<file path="config.mk">
export PLATFORM = sky130hd
export DESIGN_NAME = timestamp_interval_check
export DESIGN_NICKNAME = d
export VERILOG_FILES = /design/src/design/tic_pkg.sv /design/src/design/tic_front.sv /design/src/design/tic_fifo.sv /design/src/design/tic_back.sv /design/src/design/timestamp_interval_check.sv
export SDC_FILE = /design/constraint.sdc
export NUM_CORES = 1
export LEC_CHECK = 0
export BUFFER_PORTS_ARGS = -buffer_cell sky130_fd_sc_hd__buf_2
export CORE_MARGIN = 8
export CORE_UTILIZATION = 54
export DETAILED_ROUTE_END_ITERATION = 16
export PLACE_DENSITY = 0.71
export SYNTH_ARGS = -nofsm -noshare
export SYNTH_HDL_FRONTEND = slang
export SYNTH_HIERARCHICAL = 1
export SYNTH_SLANG_ARGS = --single-unit
</file>
<file path="constraint.sdc">
create_clock -name clk -period 7.75 [get_ports clk]
set_input_delay 1.55 -clock clk [delete_from_list [all_inputs] [get_ports clk]]
set_output_delay 1.55 -clock clk [all_outputs]
set_load 0.01 [all_outputs]
</file>
<file path="src/design/tic_pkg.sv">
// Package for the timestamp interval check: item type, calendar constants
// and the stamp field decode functions. No dependencies.
`timescale 1ns / 1ps

package tic_pkg;

  localparam int unsigned TIC_FIFO_DEPTH = 4;

  localparam int unsigned SECS_PER_DAY  = 86400;
  localparam int unsigned SECS_PER_HOUR = 3600;
  localparam int unsigned SECS_PER_MIN  = 60;
  localparam int unsigned DAYS_PER_YEAR = 365;
  // year offset 100 is 2100, the only non-leap multiple of four in range
  localparam int unsigned CENTURY_OFS   = 100;

  localparam int unsigned DAYS_W = 16;   // days since 2000-01-01, plus day field
  localparam int unsigned TOD_W  = 17;   // seconds within the day, unchecked fields
  localparam int unsigned SECS_W = 33;   // seconds since 2000-01-01

  typedef struct packed {
    logic              bad_month;
    logic              no_start;
    logic [DAYS_W-1:0] days_start;
    logic [TOD_W-1:0]  tod_start;
    logic [DAYS_W-1:0] days_now;
    logic [TOD_W-1:0]  tod_now;
  } item_t;

  function automatic logic month_ok(input logic [31:0] stamp);
    logic [3:0] m;
    m = stamp[24:21];
    return m inside {[4'd1:4'd12]};
  endfunction

  function automatic logic is_leap(input logic [6:0] yy);
    return (yy[1:0] == 2'b00) && (yy != 7'(CENTURY_OFS));
  endfunction

  // days from 2000-01-01 to 1 January of year 2000+yy
  function automatic logic [DAYS_W-1:0] days_before_year(input logic [6:0] yy);
    logic [5:0] lp;
    lp = 6'((8'(yy) + 8'd3) >> 2);
    if (yy > 7'(CENTURY_OFS)) lp = lp - 6'd1;
    return DAYS_W'(DAYS_W'(yy) * DAYS_W'(DAYS_PER_YEAR)) + DAYS_W'(lp);
  endfunction

  function automatic logic [8:0] days_before_month(input logic [3:0] m, input logic leap);
    logic [8:0] d;
    case (m)
      4'd1:    d = 9'd0;
      4'd2:    d = 9'd31;
      4'd3:    d = 9'd59;
      4'd4:    d = 9'd90;
      4'd5:    d = 9'd120;
      4'd6:    d = 9'd151;
      4'd7:    d = 9'd181;
      4'd8:    d = 9'd212;
      4'd9:    d = 9'd243;
      4'd10:   d = 9'd273;
      4'd11:   d = 9'd304;
      4'd12:   d = 9'd334;
      default: d = 9'd0;
    endcase
    if (leap && m > 4'd2) d = d + 9'd1;
    return d;
  endfunction

  // day count without the minus one of a 1-based day; it cancels in a difference
  function automatic logic [DAYS_W-1:0] stamp_days(input logic [31:0] stamp);
    return days_before_year(stamp[31:25])
         + DAYS_W'(days_before_month(stamp[24:21], is_leap(stamp[31:25])))
         + DAYS_W'(stamp[20:16]);
  endfunction

  function automatic logic [TOD_W-1:0] stamp_tod(input logic [31:0] stamp);
    return TOD_W'(TOD_W'(stamp[15:11]) * TOD_W'(SECS_PER_HOUR))
         + TOD_W'(TOD_W'(stamp[10:5]) * TOD_W'(SECS_PER_MIN))
         + TOD_W'({stamp[4:0], 1'b0});
  endfunction

endpackage

</file>
<file path="src/design/tic_front.sv">
// Front end: accepts stamp pairs, checks months and decodes each stamp into
// a day count and a time of day. Depends on tic_pkg.
`timescale 1ns / 1ps

module tic_front (
  input  logic           clk,
  input  logic           rst_n,
  input  logic           in_valid_i,
  output logic           in_ready_o,
  input  logic [31:0]    start_stamp_i,
  input  logic [31:0]    now_stamp_i,
  output logic           push_o,
  output tic_pkg::item_t item_o,
  input  logic           full_i
);
  import tic_pkg::*;

  logic  valid_r, valid_nxt;
  item_t item_r;
  logic  take;

  assign in_ready_o = !valid_r || !full_i;
  assign take       = in_valid_i && in_ready_o;
  assign push_o     = valid_r && !full_i;
  assign item_o     = item_r;

  always_comb begin
    valid_nxt = valid_r;
    if (take) valid_nxt = 1'b1;
    else if (push_o) valid_nxt = 1'b0;
  end

  always_ff @(posedge clk) begin
    if (!rst_n) begin
      valid_r <= 1'b0;
    end else begin
      valid_r <= valid_nxt;
    end
  end

  always_ff @(posedge clk) begin
    if (take) begin
      item_r.bad_month  <= !month_ok(start_stamp_i) || !month_ok(now_stamp_i);
      item_r.no_start   <= (start_stamp_i == 32'd0);
      item_r.days_start <= stamp_days(start_stamp_i);
      item_r.tod_start  <= stamp_tod(start_stamp_i);
      item_r.days_now   <= stamp_days(now_stamp_i);
      item_r.tod_now    <= stamp_tod(now_stamp_i);
    end
  end

endmodule

</file>
<file path="src/design/tic_fifo.sv">
// Short queue of decoded items between the front and the back end.
// Depends on tic_pkg for the item type.
`timescale 1ns / 1ps

module tic_fifo #(
  parameter int unsigned DEPTH = tic_pkg::TIC_FIFO_DEPTH
) (
  input  logic           clk,
  input  logic           rst_n,
  input  logic           push_i,
  input  tic_pkg::item_t wdata_i,
  output logic           full_o,
  input  logic           pop_i,
  output tic_pkg::item_t rdata_o,
  output logic           empty_o
);
  import tic_pkg::*;

  localparam int unsigned AW = (DEPTH > 1) ? $clog2(DEPTH) : 1;
  localparam int unsigned CW = $clog2(DEPTH + 1);

  item_t         mem_r [DEPTH];
  logic [AW-1:0] wr_ptr_r, wr_ptr_nxt;
  logic [AW-1:0] rd_ptr_r, rd_ptr_nxt;
  logic [CW-1:0] count_r, count_nxt;

  function automatic logic [AW-1:0] ptr_inc(input logic [AW-1:0] p);
    return (p == AW'(DEPTH - 1)) ? '0 : p + 1'b1;
  endfunction

  assign full_o  = (count_r == CW'(DEPTH));
  assign empty_o = (count_r == '0);
  assign rdata_o = mem_r[rd_ptr_r];

  always_comb begin
    wr_ptr_nxt = push_i ? ptr_inc(wr_ptr_r) : wr_ptr_r;
    rd_ptr_nxt = pop_i ? ptr_inc(rd_ptr_r) : rd_ptr_r;
    count_nxt  = count_r;
    if (push_i && !pop_i) count_nxt = count_r + 1'b1;
    else if (pop_i && !push_i) count_nxt = count_r - 1'b1;
  end

  always_ff @(posedge clk) begin
    if (!rst_n) begin
      wr_ptr_r <= '0;
      rd_ptr_r <= '0;
      count_r  <= '0;
    end else begin
      wr_ptr_r <= wr_ptr_nxt;
      rd_ptr_r <= rd_ptr_nxt;
      count_r  <= count_nxt;
    end
  end

  always_ff @(posedge clk) begin
    if (push_i) mem_r[wr_ptr_r] <= wdata_i;
  end

`ifndef SYNTHESIS
  a_no_overflow: assert property (@(posedge clk) disable iff (!rst_n)
    push_i |-> !full_o)
    else $error("queue written while full");
  a_no_underflow: assert property (@(posedge clk) disable iff (!rst_n)
    pop_i |-> !empty_o)
    else $error("queue read while empty");
  a_count_step: assert property (@(posedge clk) disable iff (!rst_n)
    (push_i && !pop_i) |=> count_r == $past(count_r) + 1'b1)
    else $error("queue count did not follow a write");
`endif

endmodule

</file>
<file path="src/design/tic_back.sv">
// Back end: turns decoded stamps into seconds, takes the difference and
// compares it with the interval. Two register stages. Depends on tic_pkg.
`timescale 1ns / 1ps

module tic_back (
  input  logic           clk,
  input  logic           rst_n,
  input  logic [31:0]    interval_i,
  input  logic           empty_i,
  input  tic_pkg::item_t item_i,
  output logic           pop_o,
  output logic           out_valid_o,
  input  logic           out_ready_i,
  output logic           in_window_o,
  output logic [15:0]    remaining_o,
  output logic           bad_month_o
);
  import tic_pkg::*;

  // seconds stage
  logic              s1_valid_r, s1_valid_nxt;
  logic              s1_bad_r, s1_nostart_r;
  logic [SECS_W-1:0] s1_secs_start_r, s1_secs_now_r;
  logic              s1_ready;

  // output stage
  logic              out_valid_r, out_valid_nxt;
  logic              in_window_r, bad_month_r;
  logic [15:0]       remaining_r;
  logic              out_load;

  logic signed [SECS_W:0]   elapsed;
  logic signed [SECS_W+1:0] diff;
  logic                     inw;

  assign out_load = !out_valid_r || out_ready_i;
  assign s1_ready = !s1_valid_r || out_load;
  assign pop_o    = !empty_i && s1_ready;

  assign elapsed = $signed({1'b0, s1_secs_now_r}) - $signed({1'b0, s1_secs_start_r});
  assign diff    = (SECS_W+2)'(elapsed) - $signed((SECS_W+2)'(interval_i));
  assign inw     = !s1_bad_r && !s1_nostart_r && diff[SECS_W+1];

  always_comb begin
    s1_valid_nxt = s1_valid_r;
    if (pop_o) s1_valid_nxt = 1'b1;
    else if (out_load) s1_valid_nxt = 1'b0;
    out_valid_nxt = out_valid_r;
    if (out_load) out_valid_nxt = s1_valid_r;
  end

  always_ff @(posedge clk) begin
    if (!rst_n) begin
      s1_valid_r  <= 1'b0;
      out_valid_r <= 1'b0;
    end else begin
      s1_valid_r  <= s1_valid_nxt;
      out_valid_r <= out_valid_nxt;
    end
  end

  always_ff @(posedge clk) begin
    if (pop_o) begin
      s1_bad_r        <= item_i.bad_month;
      s1_nostart_r    <= item_i.no_start;
      s1_secs_start_r <= SECS_W'(SECS_W'(item_i.days_start) * SECS_W'(SECS_PER_DAY))
                       + SECS_W'(item_i.tod_start);
      s1_secs_now_r   <= SECS_W'(SECS_W'(item_i.days_now) * SECS_W'(SECS_PER_DAY))
                       + SECS_W'(item_i.tod_now);
    end
    if (out_load && s1_valid_r) begin
      in_window_r <= inw;
      bad_month_r <= s1_bad_r;
      remaining_r <= inw ? (interval_i[15:0] - elapsed[15:0]) : 16'd0;
    end
  end

  assign out_valid_o = out_valid_r;
  assign in_window_o = in_window_r;
  assign remaining_o = remaining_r;
  assign bad_month_o = bad_month_r;

`ifndef SYNTHESIS
  a_bad_not_in_window: assert property (@(posedge clk) disable iff (!rst_n)
    out_valid_r && bad_month_r |-> !in_window_r)
    else $error("bad month reported in window");
  a_rem_zero_outside: assert property (@(posedge clk) disable iff (!rst_n)
    out_valid_r && !in_window_r |-> remaining_r == 16'd0)
    else $error("remainder not zero outside window");
  a_stage_moves: assert property (@(posedge clk) disable iff (!rst_n)
    s1_valid_r && out_load |=> out_valid_r)
    else $error("seconds stage item lost");
`endif

endmodule

</file>
<file path="src/design/timestamp_interval_check.sv">
// Timestamp interval check, top level: stream ports, register port and the
// front end, queue and back end. Depends on tic_pkg, tic_front, tic_fifo, tic_back.
//
// Use:
//   Input stream: one transaction carries a pair of packed stamps, start in
//   in_tdata[31:0] and now in in_tdata[63:32]. Result stream: one transaction
//   per input, in_window, remaining_seconds and bad_month in out_tdata.
//   interval_seconds sits at byte address 0 of the register port and should
//   be written only while no transaction is in flight.
//   A result passes through the front register, the queue, the seconds stage
//   and the output register before it is presented.
//   Throughput: one pair per cycle while the receiver does not stall; the
//   front end decodes the calendar fields, the back end does one constant
//   multiply per stamp and one subtract and compare per pair, each in its own stage.
//   When the receiver stalls the output register holds; the queue then fills
//   and in_tready drops once the front register also holds an item.
//   Synchronous reset empties all stages and clears interval_seconds to 0.
`timescale 1ns / 1ps

module timestamp_interval_check #(
  parameter int unsigned FIFO_DEPTH = tic_pkg::TIC_FIFO_DEPTH
) (
  input  logic        clk,
  input  logic        rst_n,
  input  logic        in_tvalid,
  output logic        in_tready,
  input  logic [63:0] in_tdata,     // [31:0] start_stamp, [63:32] now_stamp
  output logic        out_tvalid,
  input  logic        out_tready,
  output logic [23:0] out_tdata,    // [0] in_window, [16:1] remaining_seconds,
                                    // [17] bad_month, [23:18] zero
  input  logic        cfg_psel,
  input  logic        cfg_penable,
  input  logic        cfg_pwrite,
  input  logic [2:0]  cfg_paddr,
  input  logic [31:0] cfg_pwdata,
  output logic [31:0] cfg_prdata,
  output logic        cfg_pready
);
  import tic_pkg::*;

  localparam logic REG_INTERVAL = 1'b0;   // word index of interval_seconds

  logic [31:0] interval_r;
  logic        cfg_wr;

  item_t front_item, fifo_item;
  logic  push, pop, full, empty;
  logic  in_window, bad_month;
  logic [15:0] remaining;

  assign cfg_pready = 1'b1;
  assign cfg_wr     = cfg_psel && cfg_penable && cfg_pwrite && cfg_pready
                      && (cfg_paddr[2] == REG_INTERVAL);
  assign cfg_prdata = (cfg_paddr[2] == REG_INTERVAL) ? interval_r : 32'd0;

  always_ff @(posedge clk) begin
    if (!rst_n) begin
      interval_r <= 32'd0;
    end else if (cfg_wr) begin
      interval_r <= cfg_pwdata;
    end
  end

  tic_front u_front (
    .clk           (clk),
    .rst_n         (rst_n),
    .in_valid_i    (in_tvalid),
    .in_ready_o    (in_tready),
    .start_stamp_i (in_tdata[31:0]),
    .now_stamp_i   (in_tdata[63:32]),
    .push_o        (push),
    .item_o        (front_item),
    .full_i        (full)
  );

  tic_fifo #(
    .DEPTH (FIFO_DEPTH)
  ) u_fifo (
    .clk     (clk),
    .rst_n   (rst_n),
    .push_i  (push),
    .wdata_i (front_item),
    .full_o  (full),
    .pop_i   (pop),
    .rdata_o (fifo_item),
    .empty_o (empty)
  );

  tic_back u_back (
    .clk         (clk),
    .rst_n       (rst_n),
    .interval_i  (interval_r),
    .empty_i     (empty),
    .item_i      (fifo_item),
    .pop_o       (pop),
    .out_valid_o (out_tvalid),
    .out_ready_i (out_tready),
    .in_window_o (in_window),
    .remaining_o (remaining),
    .bad_month_o (bad_month)
  );

  assign out_tdata = {6'd0, bad_month, remaining, in_window};

endmodule
</file>
Word level (Yosys, flattened, before mapping)
Memory sizes are Yosys's and may differ from the RTL's. A register that Yosys moved wholly into a read port is not among the register bits. Cells that the tools add are included.

Add/subtract/negate cells: 25. $mul: 8. $lt $le $gt $ge: 8. Equality and inequality tests: 5. Mux-type cells: 23. Bitwise gates (word level): 1. Reduce and logical (&&, ||, !) cells: 39.

Operator list (count): $add A33 B17 Y33 (2); $mux W9 (6); $mul A16 B10 Y26 const B (2); $sub A34 B33 Y35 (1); $add A17 B12 Y17 (2); $add A17 B6 Y17 (2); $sub A33 B33 Y34 (1); $add A16 B5 Y16 (2); $add A16 B6 Y16 (2); $add A16 B9 Y16 (2); $logic_not A32 Y1 (1); $mul A7 B9 Y16 const B (2); $mux W32 (1); $mul A5 B8 Y13 const B (2); $mux W6 (4); $mul A6 B4 Y10 const B (2); $add A9 B1 Y9 const B (2); $logic_and A1 B1 Y1 (17); $add A7 B2 Y8 const B (2); $sub A16 B16 Y16 (1); $gt A7 B7 Y1 const B (2); $ne A7 B7 Y1 const B (2); $sub A6 B1 Y6 const B (2); $logic_not A1 Y1 (11); 16 further kinds (36).

Flip-flop bits (word level): 196. Memory bits (writable): 272. Memory bits (read-only): 288. Input bits: 106. Output and inout port bits: 59. Logic and storage cells: 132. Memories kept: 3.

Memory list: u_fifo.mem_r (words 4, bits a word 68, rd ports 1, clocked after memory_dff 1, write ports 1, line tic_fifo.sv:22) `item_t mem_r [DEPTH];`; (no name shown) (words 16, bits a word 9, rd ports 1, clocked after memory_dff 0, write ports 0, line tic_pkg.sv:49) `case (m)`; (no name shown) (words 16, bits a word 9, rd ports 1, clocked after memory_dff 0, write ports 0, line tic_pkg.sv:49).

Longest topological paths before layout
Gate-level depths: netlist (run 1).

Depth in word-level cells: 10. Gate-level depth with buffers: 27. Depth with buffers taken out: 27.

By module
The synthesis (run 1) kept the hierarchy.

Modules (own cells, without submodules): tic_back (instances 1, cells each 1413, area each 12873.6 µm²); tic_front (instances 1, cells each 1058, area each 10784.1 µm²); tic_fifo (instances 1, cells each 400, area each 10293.6 µm²); timestamp_interval_check (instances 1, cells each 186, area each 1601.5 µm²).

Worst setup path after synthesis (run 1)
OpenSTA, ideal clock, no wires.

Path type: input port to flip-flop. Start point: input in_tdata[60]. End point: register u_front.item_r, in the netlist u_front/item_o[29], data pin. Library setup time: 0.261 ns. Arrival: 6.367 ns. Data required time: 7.489 ns. Setup slack: 1.123 ns. Stages: 22. Buffers on the path: 0. Cells stage by stage: inv_1 ha_1 a311o_1 o21ai_1 nand3_1 nor2_1 and3_1 a31oi_1 fa_1 inv_1 fa_1 inv_1 fa_1 inv_1 fa_1 ha_1 ha_1 o21a_1 a21boi_1 a2111oi_0 nor2b_1 xor2_1.

Cells in the longest elaborated chain, start to end: 7.

RTL lines: start: declaration (line timestamp_interval_check.sv:27) `input logic [63:0] in_tdata,`; $add A7 B2 Y8 / $ne A7 B7 Y1 (equally long branches) (line tic_pkg.sv:42, tic_pkg.sv:36); $sub A6 B1 Y6 / $logic_and A1 B1 Y1 (equally long branches) (line tic_pkg.sv:43, tic_pkg.sv:36); $mux W6 / $logic_and A1 B1 Y1 (equally long branches) (line tic_pkg.sv:43, tic_pkg.sv:64); $mux W6 / $mux W9 (equally long branches) (line tic_front.sv:42, tic_pkg.sv:64); $add A16 B6 Y16 / $mux W9 (equally long branches) (line tic_pkg.sv:44, tic_front.sv:42); $add A16 B9 Y16 (*) (line tic_pkg.sv:71) `+ DAYS_W'(days_before_month(stamp[24:21], is_leap(stamp[31:25])))`; $add A16 B5 Y16 (*) (line tic_pkg.sv:72) `+ DAYS_W'(stamp[20:16]);`; end: declaration (line tic_front.sv:19) `item_t item_r;`.

Mark *: on every way between the ends. The rest lies on a longest branch, timed or not. The select of a mux whose other input is x is not followed. A chain may end at the register's enable or synchronous reset.

Worst setup path in the final report (run 1)
Start point: input in_tdata[29]. End point: register u_front.item_r, in the netlist u_front/item_o[63], data pin.

Same word-level chain as after synthesis.

==> run_results.csv, run 1 <==
group,metric,value,unit
outcome,status,"finished, final reports clean",
floorplanning,core_region_area,0.06551,mm²
layout,diodes,0,
floorplanning,std_cell_rows,94,
run,cap_violations,0,
placed_design,dp_hpwl,55090,µm
clocking,htreeDepth,2,
yosys,ys_dominant_reg_cell,"edfxtp_1",
grt,grt_start_max_net_pins,75,
timing,fin_crit,6.753,ns
timing,timing.setup.tns,0,ns
layout,instances_no_fill,4123,
yosys,synth-edff-count,424,
timing,finalSetupViolations,0,
timing,relSlewSlack,33.96,%
route,drc_errors,0,
clocking,hold_buffers,0,
clocking,cts_tree,"built",
timing,fmax,148.1,MHz
grt,overflow,0,
clocking,root_buffer,"clkbuf_16",
layout,drive_above_1_share,10.92,%
clocking,cts_setup_buffers,0,
critical_path,end_kind,"flop",
yosys,synth.cell_area,0.03555,mm²
route,viasPerCell,5.471,
layout,fin_util,59.11,%
floorplanning,die_y,272.6,µm
placed_design,place_worst_setup_slack,0.3739,ns
layout,syn_to_final_growth,8.921,%
floorplanning,die_x,272.6,µm
layout,final_nets,4013,
critical_path,worstSetupPathType,"input port to flop",
critical_path,critical_path_required,8.13,ns
timing,min_period_over_period,87.13,%
route,wire_per_inst,17.02,µm
clocking,clkTransAtPathRegs,0.06,ns
yosys,postSynthAreaPerCell,11.63,µm²
clocking,cts_buffers,46,
grt,grt_pass1_wl,115300,µm
grt,grtUsageTotal,18.58,%
route,vias,22556,
hold_path,worstHoldPathCells,2,
timing,slew_violations,0,
yosys,synth_cell_types,100,
critical_path,reg2regPathDepth,19,
placed_design,place_inst,4038,
floorplanning,fp.dieArea,0.07431,mm²
timing,rsz0062_at_grt,"false",
route,wl,70190,µm
critical_path,cp_max_fo,7,
placed_design,io_buffers,155,
timing,finalWorstSetupSlack,0.9970,ns
placed_design,place.gp.congestion,0.8894,
route,antenna_left,0,
yosys,synth_cells,3057,
yosys,ys_warn_count,6,
clocking,clock-sinks,468,
yosys,ys_seq_elements,468,
route,drt-initial-drc-count,1015,
critical_path,worst_ep_arrival_time,7.13,ns
route,firstDrtPassIters,5,
hold_path,hold_class,"flop to flop",
timing,final.setup_skew,0.01405,ns
timing,worst_pin_slew,0.9905,ns
clocking,clock_latency,0.59,ns
yosys,yosysSeqAreaShare,38.29,%
grt,first_global_vias,23315,
timing,hold_viol,0,
clocking,post_cts_resized,0,
floorplanning,io_pins,165,
yosys,async_flop_share,0,%
clocking,clock_path_buffers,3,
grt,antenna_found_initial,7,
critical_path,startpoint_type,"input port",
floorplanning,start_util,54.27,%
-- worst paths after layout --
| path | start | to | slack, ns |
|---|---|---|---|
| max reg2reg | flop | u_back/s1_secs_now_r[32] | 1.08 |
| min reg2reg | interval_r[16] | interval_r[16] | 0.48 |
| min | interval_r[16] | interval_r[16] | 0.48 |
| max | in_tdata[29] | u_front/item_o[63] | 1.0 |
-- cell families (layout without fill, tap and decap cells) --
kind of cell             after synthesis  count (layout)  synth area share [%]
flip-flops                           468             468                 38.29
other                                  3               9               0.03167
AND/OR/NAND/NOR                      548             548                 7.647
buffers and inverters                503             699                 5.870
AO/OA/AOI/OAI                        503             503                 9.277
multiplexers                         122             122                 5.919
adder cells (fa/ha/maj)              685             685                 27.42
XOR/XNOR                             225             225                 5.543
-- sequential cells by signal, summed over array words and instances (netlist names), 3 cells and up, named ones only --
signal	count
u_fifo/mem_r	272
u_front/item_o	66
u_back/s1_secs_now_r	33
u_back/s1_secs_start_r	33
interval_r	32
u_back/remaining_o	16
u_fifo/count_r	3
-- cell usage after synthesis, types with 11 or more instances --
library cell,number,area (µm²)
o21a_1,36,270.3
dfxtp_1,44,880.8
mux2i_1,49,490.5
nor3_1,25,125.1
o21bai_1,20,150.1
xor2_1,67,586.8
and3_1,13,81.33
fa_1,157,3143
o21ai_0,79,395.4
a31oi_1,20,125.1
mux4_2,70,1577
clkbuf_1,25,93.84
nand4_1,17,106.4
a21o_1,61,457.9
nand3_1,46,230.2
buf_4,16,120.1
nand2b_1,26,162.7
xnor2_1,158,1384
nor2_1,136,510.5
nor2b_1,59,369.1
o211ai_1,12,90.09
a211oi_1,20,150.1
o21ai_1,17,85.08
a21oi_1,149,745.7
and2_1,11,68.82
ha_1,528,6606
inv_1,439,1648
edfxtp_1,424,12730
nand2_1,158,593.1
-- worst max-delay path, cell delays in order --
cell	delay, ns
buf_2	0.21
inv_1	0.10
ha_1	0.23
a311oi_2	0.46
a21oi_1	0.18
nor4b_4	0.37
a21oi_1	0.11
a31oi_1	0.15
o21ai_1	0.11
fa_1	0.51
inv_1	0.05
fa_1	0.50
inv_1	0.06
fa_1	0.47
inv_1	0.05
fa_1	0.47
ha_1	0.31
ha_1	0.33
o21ai_0	0.09
nor2_1	0.14
o21a_1	0.19
o22ai_1	0.13
o311ai_0	0.35
-- placed cells by master, fill, tap and decap left out, drive strengths merged, types with 14 or more instances in the layout --
cell type,n
a31oi,20
o21ai,96
xnor2,158
nand2,158
a21o,61
nor3,27
clkbuf,61
mux4,70
fa,157
a21oi,152
ha,528
o21a,37
a211oi,21
xor2,67
dfxtp,44
mux2i,49
nand3,48
nand4,17
and3,14
nor2b,59
o21bai,20
nor2,138
edfxtp,424
buf,172
nand2b,27
inv,448
-- per-layer routing --
metal	part of all wire (%)	track usage [%]	wire (µm)	up-vias
li1	-	-	-	11118
met1	45	24.38	31660	10786
met2	48	32.05	33490	537
met3	4.7	2.500	3304	113
met4	2.5	5.395	1727	2
met5	0.019	0	13	-
-- cell type report --
type	count	area [µm²]
Multi-Input combinational cell	2092	19890
Inverter	442	1659
Clock buffer	61	1250
Timing Repair Buffer	172	915.9
Clock inverter	24	306.5
Tap cell	864	1081
Fill cell	5243	26790
Sequential cell	468	13620
-- through the flow --
| stage | hold slack [ns] | instance area [µm²] |
|---|---|---|
| 3_5_place_dp | 0.4668 | 37170 |
| 6_report | 0.4810 | 38720 |
| 5_1_grt | 0.5004 | 38720 |
| 3_3_place_gp | 0.4622 | 37170 |
| 2_1_floorplan | 0.4432 | 35580 |
| 4_1_cts | 0.4798 | 38720 |
Power of run 1 is left out: the tool's default activity adds up to more than one toggle a clock period on the data nets, which glitch-free logic cannot reach.
==> run 2: changes to the inputs <==
- MAX_ROUTING_LAYER: unset -> met4
- SYNTH_HIERARCHICAL: 1 -> unset
==> run 2 against run 1 <==
Critical path depth is 4 higher; largest cell class unchanged; non-clock buffer count is 5 higher; flip-flop and latch count is 10 lower.
==> run_results.csv, run 2 <==
group,metric,value,unit
outcome,status,"finished, final reports clean",
layout,final_common_cell,"ha_1",
yosys,synth_cells,2983,
yosys,synth_area_leaders,"edfxtp_1 36%, ha_1 19%, fa_1 8.9%",
route,vias,21970,
layout,regArea,0.01332,mm²
grt,antenna_found_initial,2,
critical_path,reg2regPathDepth,21,
clocking,hold_buffers,0,
timing,finalSetupViolations,0,
grt,grtUsageTotal,20.19,%
floorplanning,die_y,268.7,µm
yosys,ys_warn_count,0,
floorplanning,fp.dieArea,0.07221,mm²
floorplanning,start_util,54.68,%
timing,hold_viol,0,
layout,drive_above_1_share,11.62,%
yosys,yosys.area.top_type,"edfxtp_1",
clocking,clock_latency,0.58,ns
floorplanning,core_region_area,0.06308,mm²
yosys,async_flop_share,0,%
grt,first_global_vias,22948,
critical_path,slowest_stage,"fa_1",
placed_design,place.gp.congestion,0.8731,
yosys,synthTopCellsByCount,"522 x ha_1, 475 x inv_1, 414 x edfxtp_1",
yosys,postSynthAreaPerCell,11.56,µm²
route,antenna_left,0,
timing,slew_violations,0,
critical_path,end_kind,"flop",
grt,overflow,0,
critical_path,crit_cells,27,
clocking,post_cts_resized,0,
timing,final.setup_skew,0.02754,ns
grt,grt_start_max_net_pins,69,
critical_path,worst_ep_arrival_time,7.35,ns
clocking,clkTransAtPathRegs,0.06,ns
floorplanning,std_cell_rows,92,
timing,rsz0062_at_grt,"false",
critical_path,cp_max_fo,7,
clocking,root_buffer,"clkbuf_16",
route,drc_errors,0,
layout,regMostFlops,"u_fifo.mem_r",
critical_path,startpoint_type,"input port",
yosys,yosysMostFrequentCell,"ha_1",
layout,largest_reg_flops,264,
yosys,synth_top_cell_area_share,36.05,%
critical_path,r2r_slack,0.72,ns
critical_path,cp-startpoint,"in_tdata[21]",
layout,final_cell_mix,"522 x ha_1, 475 x inv_1, 414 x edfxtp_1",
layout,final_nets,3941,
clocking,clock-sinks,458,
clocking,cts_setup_buffers,0,
yosys,ys_seq_elements,458,
layout,syn_to_final_growth,9.853,%
critical_path,crit_path_end,"u_front.item_o[65]",
yosys,synth.cell_area,0.03449,mm²
clocking,cts_buffers,45,
clocking,clock_path_buffers,3,
route,viasPerCell,5.438,
route,wire_per_inst,17.60,µm
timing,timing.setup.tns,0,ns
timing,fmax,142.0,MHz
critical_path,critPathBufInv,5,
timing,worst_pin_slew,1.133,ns
clocking,cts_tree,"built",
floorplanning,die_x,268.7,µm
placed_design,io_buffers,155,
hold_path,hold_class,"flop to flop",
grt,grt_pass1_wl,114900,µm
critical_path,critPathMaxStageDelay,0.53,ns
route,firstDrtPassIters,5,
floorplanning,io_pins,165,
critical_path,critical_path_required,8.06,ns
yosys,synth-edff-count,414,
yosys,ys_dominant_reg_cell,"edfxtp_1",
critical_path,crit_family,"adder cells",
critical_path,r2r_end,"u_back.s1_secs_start_r[32]",
placed_design,dp_hpwl,56540,µm
yosys,synth_cell_types,83,
yosys,yosysSeqAreaShare,38.60,%
clocking,htreeDepth,2,
layout,diodes,0,
run,cap_violations,0,
layout,nFillCells,5055,
timing,fin_crit,7.041,ns
critical_path,worstSetupPathType,"input port to flop",
route,wl,71120,µm
layout,multi_input_area,0.01921,mm²
timing,min_period_over_period,90.85,%
timing,relSlewSlack,24.43,%
route,drt-initial-drc-count,1341,
run 2: kinds of logic after synthesis:
family,Yosys count,share of synthesized area [%]
AO/OA/AOI/OAI,500,9.636
buffers and inverters,528,5.863
other,2,0.02177
multiplexers,87,4.981
adder cells (fa/ha/maj),676,27.88
flip-flops,458,38.60
XOR/XNOR,218,5.576
AND/OR/NAND/NOR,514,7.448
run 2: metal layers:
metal  part of all wire [%]  global-route usage, %
met1                     45                  25.59
met2                     48                  34.59
met3                    4.9                  2.571
met4                    1.9                  4.582
met5                      0                      -
run 2: layout make-up:
cell class / count / area share, %
sequential: 458 / 35.15
inverter: 475 / 4.706
tap: 846 / 2.794
clock inverter: 33 / 1.126
multi-input combinational: 2002 / 50.70
clock buffer: 49 / 3.012
timing repair buffer: 177 / 2.516
run 2: metrics by stage:
| step | cell area, µm² | utilization [%] | setup WS (ns) | cells | hold WS (ns) |
|---|---|---|---|---|---|
| after floorplan | 34510 | - | 0.6182 | 2988 | 0.4380 |
| after global placement | 36320 | 57.58 | 0.2206 | 3958 | 0.4534 |
| after detailed placement | 36320 | 57.58 | 0.1366 | 3958 | 0.4586 |
| after CTS | 37890 | 60.06 | 0.7137 | 4040 | 0.4673 |
| after global routing | 37890 | 60.06 | 0.3225 | 4040 | 0.4913 |
| final | 37890 | 60.06 | 0.7089 | 4040 | 0.4640 |
run 2: how the worst min path moves through the flow:
stage | start | to | slack [ns] | cells after the start
5_1_grt | interval_r[15] | interval_r[15] | 0.49 | 2
4_1_cts | interval_r[30] | interval_r[30] | 0.47 | 2
6_report | interval_r[30] | interval_r[30] | 0.46 | 2
2_1_floorplan | u_back.s1_bad_r | u_back.bad_month_o | 0.44 | 0
3_3_place_gp | interval_r[30] | interval_r[30] | 0.45 | 2
3_5_place_dp | interval_r[30] | interval_r[30] | 0.46 | 2
run 2: worst min-delay path: stages (launching register included):
cell,delay (ns)
dfxtp_1,0.31
nand2_1,0.05
a21boi_0,0.06
Power of run 2 is left out for the same reason.
